[config.mk]
export PLATFORM = sky130hd
export DESIGN_NAME = vn_sqrt
export DESIGN_NICKNAME = d
export VERILOG_FILES = /design/src/rtl/vn_pkg.sv /design/src/rtl/vn_sqrt.sv
export SDC_FILE = /design/constraint.sdc
export NUM_CORES = 1
export LEC_CHECK = 0
export ABC_AREA = 1
export BUFFER_PORTS_ARGS = -buffer_cell sky130_fd_sc_hd__buf_4
export CORE_ASPECT_RATIO = 2
export CORE_MARGIN = 5
export CORE_UTILIZATION = 45
export CTS_CLUSTER_DIAMETER = 40
export DETAILED_ROUTE_END_ITERATION = 16
export PLACE_DENSITY_LB_ADDON = 0.3
export SYNTH_ARGS = -nofsm -noshare
export SYNTH_HDL_FRONTEND = slang
export SYNTH_SLANG_ARGS = --single-unit
[constraint.sdc]
create_clock -name clock -period 2.82 [get_ports clock]
set_clock_uncertainty 0.05 [all_clocks]
set_input_delay 0.282 -clock clock [delete_from_list [all_inputs] [get_ports clock]]
set_output_delay 0.282 -clock clock [all_outputs]
set_load 0.03 [all_outputs]
[src/rtl/vn_pkg.sv]
// ----------------------------------------------------------------------------
// vn_pkg
// Shared widths and transaction types of the vector normalizer.
// ----------------------------------------------------------------------------
package vn_pkg;

   localparam int COMP_WIDTH     = 16;
   localparam int UNIT_FRAC_BITS = 14;
   localparam int LEN2_WIDTH     = 2 * COMP_WIDTH;
   localparam int LEN_WIDTH      = COMP_WIDTH;
   localparam int UNIT_WIDTH     = 16;
   // quotient magnitude never exceeds 2^UNIT_FRAC_BITS
   localparam int QUOT_WIDTH     = UNIT_FRAC_BITS + 1;
   localparam int DIVD_WIDTH     = COMP_WIDTH + UNIT_FRAC_BITS;
   localparam int SQRT_REM_WIDTH = LEN_WIDTH + 2;

   typedef struct packed {
      logic signed [COMP_WIDTH-1:0] comp_x;
      logic signed [COMP_WIDTH-1:0] comp_y;
      logic signed [COMP_WIDTH-1:0] comp_z;
   } req_type;

   typedef struct packed {
      logic [LEN2_WIDTH-1:0]        length_squared;
      logic [LEN_WIDTH-1:0]         length;
      logic signed [UNIT_WIDTH-1:0] unit_x;
      logic signed [UNIT_WIDTH-1:0] unit_y;
      logic signed [UNIT_WIDTH-1:0] unit_z;
      logic                         zero_vector;
   } rsp_type;

endpackage

[src/rtl/vn_sqrt.sv]
// ----------------------------------------------------------------------------
// vn_sqrt
// Pipelined floor square root, one result bit per stage.
// ----------------------------------------------------------------------------
module vn_sqrt (
   input  logic                          clock,
   input  logic                          en,
   input  logic [vn_pkg::LEN2_WIDTH-1:0] radicand,
   output logic [vn_pkg::LEN_WIDTH-1:0]  root
);
   import vn_pkg::*;

   localparam int STAGES = LEN_WIDTH;

   logic [LEN2_WIDTH-1:0]     rad_ff  [STAGES];
   logic [SQRT_REM_WIDTH-1:0] rem_ff  [STAGES];
   logic [LEN_WIDTH-1:0]      root_ff [STAGES];

   logic [LEN2_WIDTH-1:0]     rad_in  [STAGES];
   logic [SQRT_REM_WIDTH-1:0] rem_in  [STAGES];
   logic [LEN_WIDTH-1:0]      root_in [STAGES];

   always_comb begin
      logic [LEN2_WIDTH-1:0]       rad_prev;
      logic [SQRT_REM_WIDTH-1:0]   rem_prev;
      logic [LEN_WIDTH-1:0]        root_prev;
      logic [SQRT_REM_WIDTH+1:0]   rem_sh;
      logic [SQRT_REM_WIDTH+1:0]   trial;
      for (int k = 0; k < STAGES; k++) begin
         if (k == 0) begin
            rad_prev  = radicand;
            rem_prev  = '0;
            root_prev = '0;
         end else begin
            rad_prev  = rad_ff[k-1];
            rem_prev  = rem_ff[k-1];
            root_prev = root_ff[k-1];
         end
         // bring down the next two radicand bits
         rem_sh = {rem_prev, rad_prev[LEN2_WIDTH-1 -: 2]};
         trial  = {2'b00, root_prev, 2'b01};
         rad_in[k] = {rad_prev[LEN2_WIDTH-3:0], 2'b00};
         if (rem_sh >= trial) begin
            rem_in[k]  = SQRT_REM_WIDTH'(rem_sh - trial);
            root_in[k] = {root_prev[LEN_WIDTH-2:0], 1'b1};
         end else begin
            rem_in[k]  = SQRT_REM_WIDTH'(rem_sh);
            root_in[k] = {root_prev[LEN_WIDTH-2:0], 1'b0};
         end
      end
   end

   always_ff @(posedge clock) begin
      if (en) begin
         for (int k = 0; k < STAGES; k++) begin
            rad_ff[k]  <= rad_in[k];
            rem_ff[k]  <= rem_in[k];
            root_ff[k] <= root_in[k];
         end
      end
   end

   assign root = root_ff[STAGES-1];
endmodule

==> results.toml <==
[outcome]
status = "finished clean"

[floorplan]
io_pins = 50
dieArea_sq_um = 78100
coreArea_sq_um = 71800
die_w_um = 200
num_rows = 139
start_util_pct = 45.3
fp.dieH_um = 390

[timing]
period_share_pct = 95.1
tightestPinTransition_ps = 670
slew_headroom_pct = 55.0
finalSetupTns_ps = 0
setup_violations = 0
grt_setup_unrepaired = "false"
finalCriticalPeriod_ps = 2680
fmax_ghz = 0.373
maxSlewViolCount = 0
final-hold-violation-count = 0

[synthesis]
syn_area_sq_um = 32500
ys_seq_area_share_pct = 57.8
ys_seq_elements = 626
avgSynthCellArea_sq_um = 9.87
yosys_warnings = 0
syn-num-nets = 3485
async_reset_ff_share_pct = 0
yosysUniqueCellTypes = 48
synthCells = 3298
synth-edff-count = 626
synth-main-ff-cell = "edfxtp_1"

[clock_tree]
cts_buffer_depth = 3
htreeDepth = 3
postCtsSetupRepairBufs = 0
clk_pin_slew_ps = 70
cts_sinks = 626
cts_buffers = 66
cts-root-buf = "clkbuf_16"
cts_tree = "yes"
clk_latency_ps = 630

[placement]
gp_congestion = 0.976
placed_cell_area_sq_um = 34200
numPortBuffers = 49
hpwl_um = 65800

[power]
intPower_w = 0.0182
seqPwrFrac_pct = 46.7
clkPwrFrac_pct = 35.4
p_comb_share_pct = 17.9
peakVddDrop_mv = 0.555
power.share.switching_pct = 28.9
p_switching_w = 0.00739
power_density_nw_per_um2 = 696
leakage_nw = 15.8

[detailed_routing]
wirelength_um = 84000
met1_length_um = 21700
met3_length_um = 2690
vias_per_cell = 5.17
ant_nets = 0
wl_per_cell_um = 19.0
drtIter0Drc = 999
via_count = 22881
drc = 0
highest_layer = "met4"
firstDrtPassIters = 7
dr_wl_met2_um = 49700

[grt]
grt_antenna_before_repair = 0
overflow = 0
grt_pass1_wl_um = 127000
grt_usage_pct = 21.4
grt_pass1_vias = 24076
grt_start_max_net_pins = 64

[layout]
diodes = 0
layout-drive-gt1-share_pct = 10.3
fillers = 6481
fin_util_pct = 51.2
nets = 3645
final_common_cell = "nand2_1"
final_area_sq_um = 36800
multi_input_area_sq_um = 11500
most-common-layout-cells = "893 x nand2_1, 626 x edfxtp_1, 477 x inv_1"
seq_area_sq_um = 18800
syn_to_final_growth_pct = 13.1

[worst_hold_path]
worstHoldPathType = "in2reg"
holdPathStages = 1

[critical_path]
cp-start-kind = "flip-flop"
r2r.worst_path.cells = 9
cp.arrival_ps = 3000
crit_fanout = 14
critPathKind = "reg2reg"
endpoint_kind = "flip-flop"
cp.required_ps = 3140

[run]
timing.max_cap.violations = 0
-- final timing paths --
path                                                from  slack (ps)                        to
worst min-delay path                                  en          60    rem_ff[0][0]$_DFFE_PP_
worst max-delay path            rem_ff[0][127]$_DFFE_PP_         140    rem_ff[1][8]$_DFFE_PP_
worst min register to register  rad_ff[0][203]$_DFFE_PP_         360  rad_ff[0][235]$_DFFE_PP_
worst max register to register  rem_ff[0][127]$_DFFE_PP_         140    rem_ff[1][8]$_DFFE_PP_
-- cell type report --
type,count,area share (%)
tap,916,3.11
clock buffer,77,4.72
timing repair buffer,135,3.37
clock inverter,41,1.41
multi-input combinational,2135,31.2
inverter,494,5.07
sequential,626,51.1
-- power groups by stage --
| stage | clock network, W | logic, W | registers (W) |
|---|---|---|---|
| after floorplan | 0 | 0.00312 | 0.0119 |
| after global placement | 0 | 0.00445 | 0.0121 |
| after detailed placement | 0 | 0.00450 | 0.0121 |
| after CTS | 0.00930 | 0.00456 | 0.0119 |
| after global routing | 0.00967 | 0.00509 | 0.0120 |
| final | 0.00907 | 0.00458 | 0.0119 |
-- per-stage QoR --
stage	power (W)	worst slack (ps)	std cells	hold WS (ps)
2_1_floorplan	0.0150	845	3298	331
3_3_place_gp	0.0166	228	4273	350
3_5_place_dp	0.0166	231	4273	355
4_1_cts	0.0258	186	4424	65.5
5_1_grt	0.0268	35.2	4424	62.6
6_report	0.0256	139	4424	60.9
-- worst max-delay path, stage by stage, from the launching register on --
cell and delay [ps]:
edfxtp_1 410, ha_1 310, buf_4 130, nand2_2 130
o21ai_1 570, nand3_1 260, nand3_4 260, inv_4 140
nand2_1 90, nand2_1 50
-- kinds of logic after synthesis --
logic type	Yosys count	synth area share, %
AO/OA/AOI/OAI	325	5.96
XOR/XNOR	99	2.66
adder cells (fa/ha/maj)	153	5.88
buffers and inverters	537	6.93
flip-flops	626	57.8
other	1	0.0115
AND/OR/NAND/NOR	1557	20.8
-- metal layers --
metal	up-vias	GRT usage, %
li1	11323	-
met1	10585	14.3
met2	584	45.2
met3	389	3.62
met4	0	21.3
met5	-	0
-- registers in the layout (all words and copies together), names as in the netlist --
register / flops
rad_ff: 240
rem_ff: 250
root_ff: 136
-- cells in the mapped netlist, types with 6 or more instances --
| library cell | count | area share, % |
|---|---|---|
| nand3_1 | 194 | 3.0 |
| nand3b_1 | 38 | 0.88 |
| edfxtp_1 | 626 | 58 |
| o21ai_1 | 26 | 0.40 |
| xnor2_1 | 42 | 1.1 |
| nor2_1 | 262 | 3.0 |
| nor2_2 | 18 | 0.35 |
| or2_2 | 8 | 0.15 |
| nand4_1 | 51 | 0.98 |
| nand3_2 | 7 | 0.22 |
| xor2_1 | 57 | 1.5 |
| nor4_1 | 6 | 0.12 |
| o21ai_2 | 30 | 0.81 |
| nand2_1 | 893 | 10 |
| buf_6 | 17 | 0.59 |
| nor3_1 | 30 | 0.46 |
| nand2_2 | 25 | 0.48 |
| o21ai_0 | 85 | 1.3 |
| nand2_4 | 6 | 0.21 |
| buf_4 | 19 | 0.44 |
| inv_1 | 477 | 5.5 |
| inv_2 | 10 | 0.12 |
| a21oi_1 | 126 | 1.9 |
| ha_1 | 153 | 5.9 |
| a21oi_2 | 41 | 1.1 |
-- timing repair --
item	4_1_cts	5_1_grt
hold buffers	33	0
hold endpoints to repair	33	0
gates resized for setup	0	0
No activity file was read; power rests on OpenSTA's default activity.
