<file path="config.mk">
export PLATFORM = sky130hd
export DESIGN_NAME = vn_div_lane
export DESIGN_NICKNAME = d
export VERILOG_FILES = /design/src/rtl/vn_pkg.sv /design/src/rtl/vn_div_lane.sv
export SDC_FILE = /design/constraint.sdc
export NUM_CORES = 1
export LEC_CHECK = 0
export BUFFER_PORTS_ARGS = -buffer_cell sky130_fd_sc_hd__buf_2
export CAP_MARGIN = 25
export CORE_UTILIZATION = 37
export DETAILED_ROUTE_END_ITERATION = 8
export SKIP_CTS_REPAIR_TIMING = 1
export SYNTH_ARGS = -nofsm -noshare
export SYNTH_HDL_FRONTEND = slang
export SYNTH_SLANG_ARGS = --single-unit
</file>
<file path="constraint.sdc">
create_clock -name clock -period 3.95 [get_ports clock]
set_clock_uncertainty 0.2 [all_clocks]
set_input_delay 0 -clock clock [delete_from_list [all_inputs] [get_ports clock]]
set_output_delay 0 -clock clock [all_outputs]
set_load 0.1 [all_outputs]
</file>
<file path="src/rtl/vn_pkg.sv">
// ----------------------------------------------------------------------------
// vn_pkg
// Shared widths and transaction types of the vector normalizer.
// ----------------------------------------------------------------------------
package vn_pkg;

   localparam int COMP_WIDTH     = 16;
   localparam int UNIT_FRAC_BITS = 14;
   localparam int LEN2_WIDTH     = 2 * COMP_WIDTH;
   localparam int LEN_WIDTH      = COMP_WIDTH;
   localparam int UNIT_WIDTH     = 16;
   // quotient magnitude never exceeds 2^UNIT_FRAC_BITS
   localparam int QUOT_WIDTH     = UNIT_FRAC_BITS + 1;
   localparam int DIVD_WIDTH     = COMP_WIDTH + UNIT_FRAC_BITS;
   localparam int SQRT_REM_WIDTH = LEN_WIDTH + 2;

   typedef struct packed {
      logic signed [COMP_WIDTH-1:0] comp_x;
      logic signed [COMP_WIDTH-1:0] comp_y;
      logic signed [COMP_WIDTH-1:0] comp_z;
   } req_type;

   typedef struct packed {
      logic [LEN2_WIDTH-1:0]        length_squared;
      logic [LEN_WIDTH-1:0]         length;
      logic signed [UNIT_WIDTH-1:0] unit_x;
      logic signed [UNIT_WIDTH-1:0] unit_y;
      logic signed [UNIT_WIDTH-1:0] unit_z;
      logic                         zero_vector;
   } rsp_type;

endpackage

</file>
<file path="src/rtl/vn_div_lane.sv">
// ----------------------------------------------------------------------------
// vn_div_lane
// One divide lane: (mag << frac) / len, restoring, one quotient bit per stage.
// ----------------------------------------------------------------------------
module vn_div_lane (
   input  logic                          clock,
   input  logic                          en,
   input  logic [vn_pkg::COMP_WIDTH-1:0] mag,
   input  logic [vn_pkg::LEN_WIDTH-1:0]  divisor,
   output logic [vn_pkg::QUOT_WIDTH-1:0] quot
);
   import vn_pkg::*;

   localparam int STAGES = QUOT_WIDTH;

   logic [LEN_WIDTH-1:0]  rem_ff [STAGES];
   logic [QUOT_WIDTH-1:0] low_ff [STAGES];
   logic [QUOT_WIDTH-1:0] q_ff   [STAGES];
   logic [LEN_WIDTH-1:0]  dvs_ff [STAGES];

   logic [LEN_WIDTH-1:0]  rem_in [STAGES];
   logic [QUOT_WIDTH-1:0] low_in [STAGES];
   logic [QUOT_WIDTH-1:0] q_in   [STAGES];
   logic [LEN_WIDTH-1:0]  dvs_in [STAGES];

   logic [DIVD_WIDTH-1:0] dividend;
   assign dividend = {mag, {UNIT_FRAC_BITS{1'b0}}};

   always_comb begin
      logic [LEN_WIDTH-1:0]  rem_prev;
      logic [QUOT_WIDTH-1:0] low_prev;
      logic [QUOT_WIDTH-1:0] q_prev;
      logic [LEN_WIDTH-1:0]  dvs_prev;
      logic [LEN_WIDTH:0]    r;
      for (int k = 0; k < STAGES; k++) begin
         if (k == 0) begin
            // quotient fits QUOT_WIDTH bits, so the top part is below len
            rem_prev = LEN_WIDTH'(dividend[DIVD_WIDTH-1:QUOT_WIDTH]);
            low_prev = dividend[QUOT_WIDTH-1:0];
            q_prev   = '0;
            dvs_prev = divisor;
         end else begin
            rem_prev = rem_ff[k-1];
            low_prev = low_ff[k-1];
            q_prev   = q_ff[k-1];
            dvs_prev = dvs_ff[k-1];
         end
         r = {rem_prev, low_prev[QUOT_WIDTH-1]};
         low_in[k] = {low_prev[QUOT_WIDTH-2:0], 1'b0};
         dvs_in[k] = dvs_prev;
         if (r >= {1'b0, dvs_prev}) begin
            rem_in[k] = LEN_WIDTH'(r - {1'b0, dvs_prev});
            q_in[k]   = {q_prev[QUOT_WIDTH-2:0], 1'b1};
         end else begin
            rem_in[k] = LEN_WIDTH'(r);
            q_in[k]   = {q_prev[QUOT_WIDTH-2:0], 1'b0};
         end
      end
   end

   always_ff @(posedge clock) begin
      if (en) begin
         for (int k = 0; k < STAGES; k++) begin
            rem_ff[k] <= rem_in[k];
            low_ff[k] <= low_in[k];
            q_ff[k]   <= q_in[k];
            dvs_ff[k] <= dvs_in[k];
         end
      end
   end

   assign quot = q_ff[STAGES-1];
endmodule

</file>
==> Flow_metrics.wiki <==
{| class="wikitable"
! Metric !! Value
|-
| Launching point of the worst reg2reg path || dvs_ff[0][40]
|-
| Register clock-pin slew on the reported worst setup and hold paths || 0.06 ns
|-
| DRT antenna net count || 0
|-
| Unique masters post-synth || 81
|-
| Deepest clock path buffer count || 3
|-
| Max Fanout on Critical Path || 13
|-
| Top cells by instance count after synthesis || sky130_fd_sc_hd__edfxtp_1, sky130_fd_sc_hd__inv_1, sky130_fd_sc_hd__ha_1, sky130_fd_sc_hd__nand2_1, sky130_fd_sc_hd__o21ai_0
|-
| Ports placed on the boundary || 49
|-
| Clock buffer count from CTS || 66
|-
| Level count of the clock H-tree || 3
|-
| Root buf cell || sky130_fd_sc_hd__clkbuf_16
|-
| Sw frac || 0.3570
|-
| Wire length on met1 || 29820 um
|-
| Fraction of layout instances using a drive strength above 1 || 0.1051
|-
| Status || finished clean
|-
| Total routing resource utilization after global routing || 0.1519
|-
| Num rows || 106
|-
| Clk sinks || 568
|-
| Critical Path RT || 4.08 ns
|-
| TritonCTS clock tree || built
|-
| Hold Slack || 0.08493 ns
|-
| Area fraction in and, or, nand and nor cells after synthesis || 0.1034
|-
| Average size of a mapped cell || 11.69 um2
|-
| Total number of yosys warnings || 0
|-
| Transition time at the pin with the least slew margin || 1.119 ns
|-
| Detail-routed net length per standard cell || 16.32 um
|-
| Wirelength, routed || 65400 um
|-
| Via count of the first global-routing pass || 20.10k
|-
| Number of diodes added for antenna fixing || 0
|-
| Setup slack of the worst register-to-register path || 0.43 ns
|-
| Yosys top cell area share || 0.5430
|-
| Critical path class || in -> reg
|-
| Power per standard cell area || 788.1 nW/um2
|-
| Kind of start point of the critical path || input pin
|-
| Hold Path End || rem_ff[0][5]
|-
| Endpoints failing setup || 0
|-
| Worst vdd rail ir drop || 0.3690 mV
|-
| Main combinational cell family by area after synthesis || compound AO/OA/AOI/OAI gates
|-
| Initial antenna violation count || 0
|-
| Met2 wire len || 31680 um
|-
| Max Slew Vio Count || 0
|-
| Most used flip-flop cell after synthesis || sky130_fd_sc_hd__edfxtp_1
|-
| Total number of vias || 20.45k
|-
| Total die area || 86060 um2
|-
| Critical Path Sink Type || flop
|-
| Hold path cells || 3
|-
| Proportion of synthesized area in mux cells || 0.03900
|-
| Number of cells traversed by the worst register-to-register path || 10
|-
| Met3 wire length || 2352 um
|-
| Via density per instance || 5.103
|-
| GRT Residual Overflow || 0
|-
| Maximum achievable frequency || 0.2713 GHz
|-
| Type of the tightest min-delay check || in -> reg
|-
| DRC Markers || 0
|-
| Synth Area in Compound Gates || 0.1271
|-
| Clk Latency, worst-skew pair || 0.60 ns
|-
| # port buffers || 48
|-
| Yosys top cell by area || sky130_fd_sc_hd__edfxtp_1
|-
| Die width || 293.4 um
|-
| Max-slew headroom at the worst pin || 0.2538
|-
| Count leader, synth || sky130_fd_sc_hd__edfxtp_1
|-
| DP Wirelength || 47800 um
|-
| Internal power of the cells || 0.01808 W
|-
| Maximum number of pins on one net before global-route repair || 110
|-
| Final nets || 3113
|-
| Sequential fraction of design power || 0.350
|-
| Flip-flop and latch count after synthesis || 568
|-
| DRC violation total after the first TritonRoute iteration || 1422
|-
| Tmin final || 3.686 ns
|-
| Max-capacitance violation count || 0
|-
| Area of the mapped netlist || 31410 um2
|-
| Final total negative setup slack || 0 ns
|-
| Arrival time at the worst endpoint || 3.82 ns
|-
| Parity-gate share of the synthesized area counting xor and xnor cells || 0.03625
|-
| Topmost layer with routed signal wires || met4
|-
| Unrepaired setup endpoints after global routing || false
|-
| Count of flip-flops with a built-in enable after synthesis || 568
|-
| Endpoint of the worst register-to-register path || rem_ff[0][59]
|-
| Leakage power || 14.49 nW
|-
| Portion of the clock cycle consumed by the worst path in the final layout || 0.9333
|-
| Count of mapped cells out of synthesis || 2686
|-
| Endpoints failing hold || 0
|-
| Part of the total power dissipated in combinational logic || 0.436
|-
| First-pass DRT Iterations || 7
|-
| Initial Utilization || 0.3747
|-
| Adder-cell share of the synthesized area || 0.1041
|-
| Net switching power figure || 0.01004 W
|-
| Global-route wire length before repair || 105500 um
|-
| Overall power after layout || 0.02811 W
|-
| Async SR Flop Fraction || 0
|-
| Net count after synthesis || 2973
|-
| HP Start || mag[5]
|-
| Area overhead of the layout relative to synthesis || 13.57%
|-
| Proportion of synthesized chip area in sequential cells || 0.5430
|-
| Leading cell types by total area after synthesis || sky130_fd_sc_hd__edfxtp_1, sky130_fd_sc_hd__ha_1, sky130_fd_sc_hd__inv_1
|-
| Clock power share || 0.214
|-
| Final weighted congestion in routability-driven placement || 0.8678
|-
| Vert. Die Dim || 293.4 um
|-
| Core region area || 83820 um2
|}
-- flip-flops by register name, indices dropped and copies added (netlist names) --
name    count
dvs_ff    224
q_ff      120
rem_ff    224
-- worst max-delay path: stages --
cell and delay (ns):
sky130_fd_sc_hd__dlygate4sd3_1 0.54, sky130_fd_sc_hd__buf_2 0.13, sky130_fd_sc_hd__ha_1 0.21, sky130_fd_sc_hd__fa_1 0.42
sky130_fd_sc_hd__nand2b_1 0.16, sky130_fd_sc_hd__a21boi_0 0.30, sky130_fd_sc_hd__or3_1 0.19, sky130_fd_sc_hd__a21oi_1 0.08
sky130_fd_sc_hd__o21ai_0 0.28, sky130_fd_sc_hd__a221o_1 0.54, sky130_fd_sc_hd__mux2_2 0.41, sky130_fd_sc_hd__dlygate4sd3_1 0.56
-- kinds of logic (layout without fill, tap and decap cells) --
family / count (synthesis) / after routing
fa+ha+maj: 253 / 253
simple gates: 670 / 670
mux: 98 / 98
flops: 568 / 568
compound gates: 602 / 602
buf+inv: 365 / 553
xor+xnor: 130 / 130
-- through the flow --
step	util	std cells	worst slack, ns	area, um2
3_3_place_gp	0.3939	3839	0.5515	33020
4_1_cts	0.4192	3955	0.4211	35140
2_1_floorplan	-	2686	0.7846	31410
5_1_grt	0.4256	4008	0.1257	35670
6_report	0.4256	4008	0.2635	35670
3_5_place_dp	0.3939	3839	0.4579	33020
-- how the worst max path moves through the flow --
stage | startpoint | to | cells past startpoint
2_1_floorplan | dvs_ff[0][1] | rem_ff[0][25] | 11
3_3_place_gp | dvs_ff[0][33] | rem_ff[0][50] | 10
3_5_place_dp | dvs_ff[0][33] | rem_ff[0][56] | 10
4_1_cts | dvs_ff[0][40] | rem_ff[0][54] | 10
5_1_grt | mag[0] | rem_ff[0][13] | 13
6_report | divisor[0] | rem_ff[0][13] | 12
-- power groups by stage --
stage          Sequential (W)  Combinational (W)  Clock (W)
2_1_floorplan         0.00954            0.00973          0
3_3_place_gp          0.00999             0.0118          0
3_5_place_dp           0.0100             0.0121          0
4_1_cts               0.00989             0.0122    0.00621
5_1_grt                0.0100             0.0137    0.00643
6_report              0.00985             0.0122    0.00602
-- metal layers --
metal | vias up | track usage
met5 | - | 0
met4 | 0 | 0.04738
met3 | 104 | 0.02405
met2 | 375 | 0.2551
met1 | 9845 | 0.2005
li1 | 10130 | -
-- placed cells by master (no fill, tap or decap), types with 47 or more instances in the layout --
cell type / n
sky130_fd_sc_hd__nor3_1: 61
sky130_fd_sc_hd__dlygate4sd3_1: 53
sky130_fd_sc_hd__nand2_1: 226
sky130_fd_sc_hd__xnor2_1: 81
sky130_fd_sc_hd__a21o_1: 53
sky130_fd_sc_hd__buf_2: 47
sky130_fd_sc_hd__inv_1: 310
sky130_fd_sc_hd__o21ai_0: 138
sky130_fd_sc_hd__clkbuf_16: 67
sky130_fd_sc_hd__mux2_2: 49
sky130_fd_sc_hd__xor2_1: 49
sky130_fd_sc_hd__ha_1: 239
sky130_fd_sc_hd__edfxtp_1: 568
sky130_fd_sc_hd__a21oi_1: 134
sky130_fd_sc_hd__nor2_1: 137
-- area by class of cell --
| cell class | count | area (um2) |
|---|---|---|
| Sequential cell | 568 | 17060 |
| Clock buffer | 76 | 1710 |
| Tap cell | 1134 | 1419 |
| Timing Repair Buffer | 122 | 1001 |
| Clock inverter | 40 | 412.9 |
| Inverter | 315 | 1182 |
| Multi-Input combinational cell | 1753 | 12890 |
| Fill cell | 7857 | 48150 |
(Power assumes the default switching activity.)
